File: config.mk
export PLATFORM = sky130hd
export DESIGN_NAME = ilid_cell
export DESIGN_NICKNAME = d
export VERILOG_FILES = /design/src/rtl/core/ilid_pkg.sv /design/src/rtl/core/ilid_cell.sv
export SDC_FILE = /design/constraint.sdc
export NUM_CORES = 1
export LEC_CHECK = 0
export BUFFER_PORTS_ARGS = -buffer_cell sky130_fd_sc_hd__buf_2
export CAP_MARGIN = 20
export CELL_PAD_IN_SITES_DETAIL_PLACEMENT = 1
export CELL_PAD_IN_SITES_GLOBAL_PLACEMENT = 1
export CORE_MARGIN = 2
export CORE_UTILIZATION = 26
export CTS_BUF_LIST = sky130_fd_sc_hd__clkbuf_16
export DETAILED_ROUTE_END_ITERATION = 10
export GPL_ROUTABILITY_DRIVEN = 0
export PLACE_DENSITY_LB_ADDON = 0.1
export SLEW_MARGIN = 40
export SYNTH_ARGS = -nofsm -noshare
export SYNTH_HDL_FRONTEND = slang
export SYNTH_SLANG_ARGS = --single-unit
File: constraint.sdc
create_clock -name clk -period 4.5 [get_ports clk]
set_input_delay 0.9 -clock clk [delete_from_list [all_inputs] [get_ports clk]]
set_output_delay 0.9 -clock clk [all_outputs]
set_load 0.03 [all_outputs]
File: src/rtl/core/ilid_pkg.sv
// ilid_pkg: shared types and constants for the indexed list insert/delete unit.
// Used by ilid_cell and indexed_list_insert_delete_unit; no dependencies.
package ilid_pkg;

  localparam int DATA_W = 32;
  localparam int POS_W  = 7;
  localparam int STAT_W = 2;
  localparam int IDX_W  = 11;

  localparam logic CMD_INSERT = 1'b0;
  localparam logic CMD_DELETE = 1'b1;

  typedef enum logic [STAT_W-1:0] {
    ST_OK     = 2'd0,
    ST_FULL   = 2'd1,
    ST_BADPOS = 2'd2
  } status_t;

  typedef struct packed {
    logic             ins;
    logic             del;
    logic [IDX_W-1:0] pos;
  } shift_ctrl_t;

endpackage

File: src/rtl/core/ilid_cell.sv
// ilid_cell: one list slot; holds a word and shifts it to/from its neighbors.
// Depends on ilid_pkg.
module ilid_cell (
  input  logic                              clk,
  input  ilid_pkg::shift_ctrl_t             ctrl,
  input  logic [ilid_pkg::IDX_W-1:0]        cell_idx,
  input  logic signed [ilid_pkg::DATA_W-1:0] value_in,
  input  logic signed [ilid_pkg::DATA_W-1:0] left_val,
  input  logic signed [ilid_pkg::DATA_W-1:0] right_val,
  output logic signed [ilid_pkg::DATA_W-1:0] val,
  output logic signed [ilid_pkg::DATA_W-1:0] sel_val
);

  logic signed [ilid_pkg::DATA_W-1:0] val_r;
  logic signed [ilid_pkg::DATA_W-1:0] val_nxt;
  logic                               hit;
  logic                               above;

  assign hit   = (cell_idx == ctrl.pos);
  assign above = (cell_idx > ctrl.pos);

  always_comb begin
    val_nxt = val_r;
    if (ctrl.ins) begin
      if (hit) begin
        val_nxt = value_in;
      end else if (above) begin
        val_nxt = left_val;
      end
    end else if (ctrl.del) begin
      if (hit || above) begin
        val_nxt = right_val;
      end
    end
  end

  always_ff @(posedge clk) begin
    val_r <= val_nxt;
  end

  assign val     = val_r;
  assign sel_val = hit ? val_r : '0;

endmodule
==> metrics <==
# DRC=0; post-synth net total=346; f_max=292.9 MHz; power share of the clock group=0.344; Peak VDD IR=127.9 uV; Min Clock Period, post-route=3.414 ns; Sw Pwr=0.3131 mW; Post-Synth Simple-Gate Area=0.1752; DP Cell Count=490; RSZ-0062 raised after global routing=false; CTS sink cnt=32; Worst EP required=3.60 ns; synth unique cells=20; filler cell count=968; CP max stage delay=0.41 ns; crit share post-route=0.7586; length of the first detailed-routing pass in iterations=4; Post-CTS Hold Buffers=0; CTS tree=built; Tot GR Track Use=0.1496; most frequent cells in the layout=184 x buf_2, 36 x a21oi_1, 34 x nor2_1; commonest non-fill, non-tap cell in the layout=buf_2; Die Width=94.32 um; Min-Delay Path Class=primary input to flip-flop; main combinational cell family by area after synthesis=simple AND/OR/NAND/NOR gates; Vias/cell=4.460; Power Dens Cells=301.1 nW/um^2; slowest stage cell, crit path=buf_4; layout cells sized above 1=0.5000; final hold slack=0.9441 ns; Synth Instances=214; CP dominant cell by count=buf_2; post-CTS setup repair buffer count=0; register share of total power=0.403; clock-pin slew on the worst setup and hold paths=0.06 ns; max reg flops=32; Crit. path cell count=8; outcome=finished clean; vias in the first global route=2184; xor and xnor fraction of the mapped netlist area=0; Cell Int Power=0.6767 mW; initial core utilization=0.2716; global-route wire length before repair=10.34 mm; DRT Wirelength=6.856 mm; IO buf count=184; Seq/Total Area, Yosys=0.4531; synthesized cell area=2121 um^2; Pwr Total=0.9898 mW; Finished Layout Cells=498; Hold Path Cell Cnt=3; setup TNS=0 ns; Routed Antenna Nets=0; multiplexer share of the synthesized area=0.1510; post-synthesis register bit count=32; Yosys Warn Count=0; initial DRC count=49; top cells by area, synth=edfxtp_1 45%, mux2i_1 15%, and2_1 9.4%, a21oi_1 8.7%, ha_1 6.5%; dpl hpwl=5.497 mm; CP startpoint kind=primary input; Critical Path AT=2.51 ns; H-tree Lvls=2; GR Overflow Total=0; Synth area leader=edfxtp_1; worst-path cell chain=buf_2 -> inv_1 -> ha_1 -> nand4_1 -> nor3_4 -> buf_4 -> and2_1 -> buf_2; Die Area=8895 um^2; Setup violations, final=0; CP delay by family, top=buffers and inverters; CP Buf/Inv Count=4; clock root cell=clkbuf_16; IO Pins=185; Slew @ Worst Pin=0.4882 ns; post-synth top area share=0.4531; number of CTS-inserted buffers=5; Nets=527; initial antenna violation count=0; switch share=0.3163; DIE HEIGHT=94.32 um; final number of hold-violating endpoints=0; Adder-Cell Fraction of Synth Area=0.06490; complex-gate fraction of the synthesized area=0.09912; CP Class=primary input to output pin; post-detailed-route wirelength per cell=13.77 um; Crit. End Element=output pin; clk buf depth=2; final instance area=3287 um^2; CTS resizes=0; area delta synth->final=54.99%; vias post-DR=2221; Logic pwr share=0.253; # diodes=0; Static Leakage=1.616 nW; worst-path fanout max=34; Pins Over Slew Limit=0; Core Rows=32; core area=7807 um^2; largest net degree at the start of global routing=41; Rel. slew slack=0.6746; Max-cap violations=0; Avg Synthesized Cell Area=9.910 um^2; Placed Area=3138 um^2
==> stage by stage <==
step / worst slack, ns / util
5_1_grt: 0.9330 / 0.4210
4_1_cts: 1.065 / 0.4210
6_report: 1.086 / 0.4210
3_3_place_gp: 1.107 / 0.4019
3_5_place_dp: 1.068 / 0.4019
2_1_floorplan: 0.5401 / -
==> cells in the mapped netlist (all sizes together) <==
cell and count:
a21oi 37, nor2 34, and2 32, edfxtp 32
mux2i 32, ha 11, inv 11, clkbuf 10
buf 4, nand4 2, nor3 2, o21ai 2
a211oi 1, nand2 1, nand3 1, nand3b 1
o21bai 1
==> cell type report <==
type | instances | area (um^2) | share of cell area
sequential | 32 | 960.9 | 0.2923
timing repair buffer | 188 | 950.9 | 0.2893
clock buffer | 5 | 125.1 | 0.03807
inverter | 11 | 41.29 | 0.01256
multi-input combinational | 157 | 1057 | 0.3217
clock inverter | 3 | 23.77 | 0.007233
tap | 102 | 127.6 | 0.03883
==> power by group through the flow <==
stage	logic [mW]	clock network (mW)	registers [mW]
3_3_place_gp	0.250	0	0.405
6_report	0.251	0.340	0.399
5_1_grt	0.274	0.360	0.406
3_5_place_dp	0.254	0	0.405
4_1_cts	0.255	0.349	0.400
2_1_floorplan	0.0589	0	0.488
==> kinds of logic (layout without fill, tap and decap cells) <==
kind of cell | count (synthesis) | count (layout)
AND/OR/NAND/NOR | 73 | 73
AO/OA/AOI/OAI | 41 | 41
multiplexers | 32 | 32
flip-flops | 32 | 32
buffers and inverters | 25 | 207
adder cells (fa/ha/maj) | 11 | 11
==> tightest hold or removal path, delay by kind of cell <==
kind                   cells  cell delay, ns
AOI/OAI and AO/OA          1            0.10
buffers and inverters      1            0.07
and+or+nand+nor            1            0.03
==> path summary, 6_finish.rpt <==
path / start / to / slack (ns)
worst max-delay path: ctrl[6] / sel_val[4] / 1.09
worst min-delay path: right_val[7] / val[7]$_DFFE_PP_ / 0.94
==> metal layers <==
layer / vias up / track usage / routed length [um]
li1: 1109 / - / -
met1: 995 / 0.1743 / 2661
met2: 107 / 0.2732 / 3467
met3: 10 / 0.03612 / 621
met4: 0 / 0.03986 / 106
met5: - / 0 / 0
Note: power is estimated with default switching activity, not from simulation.
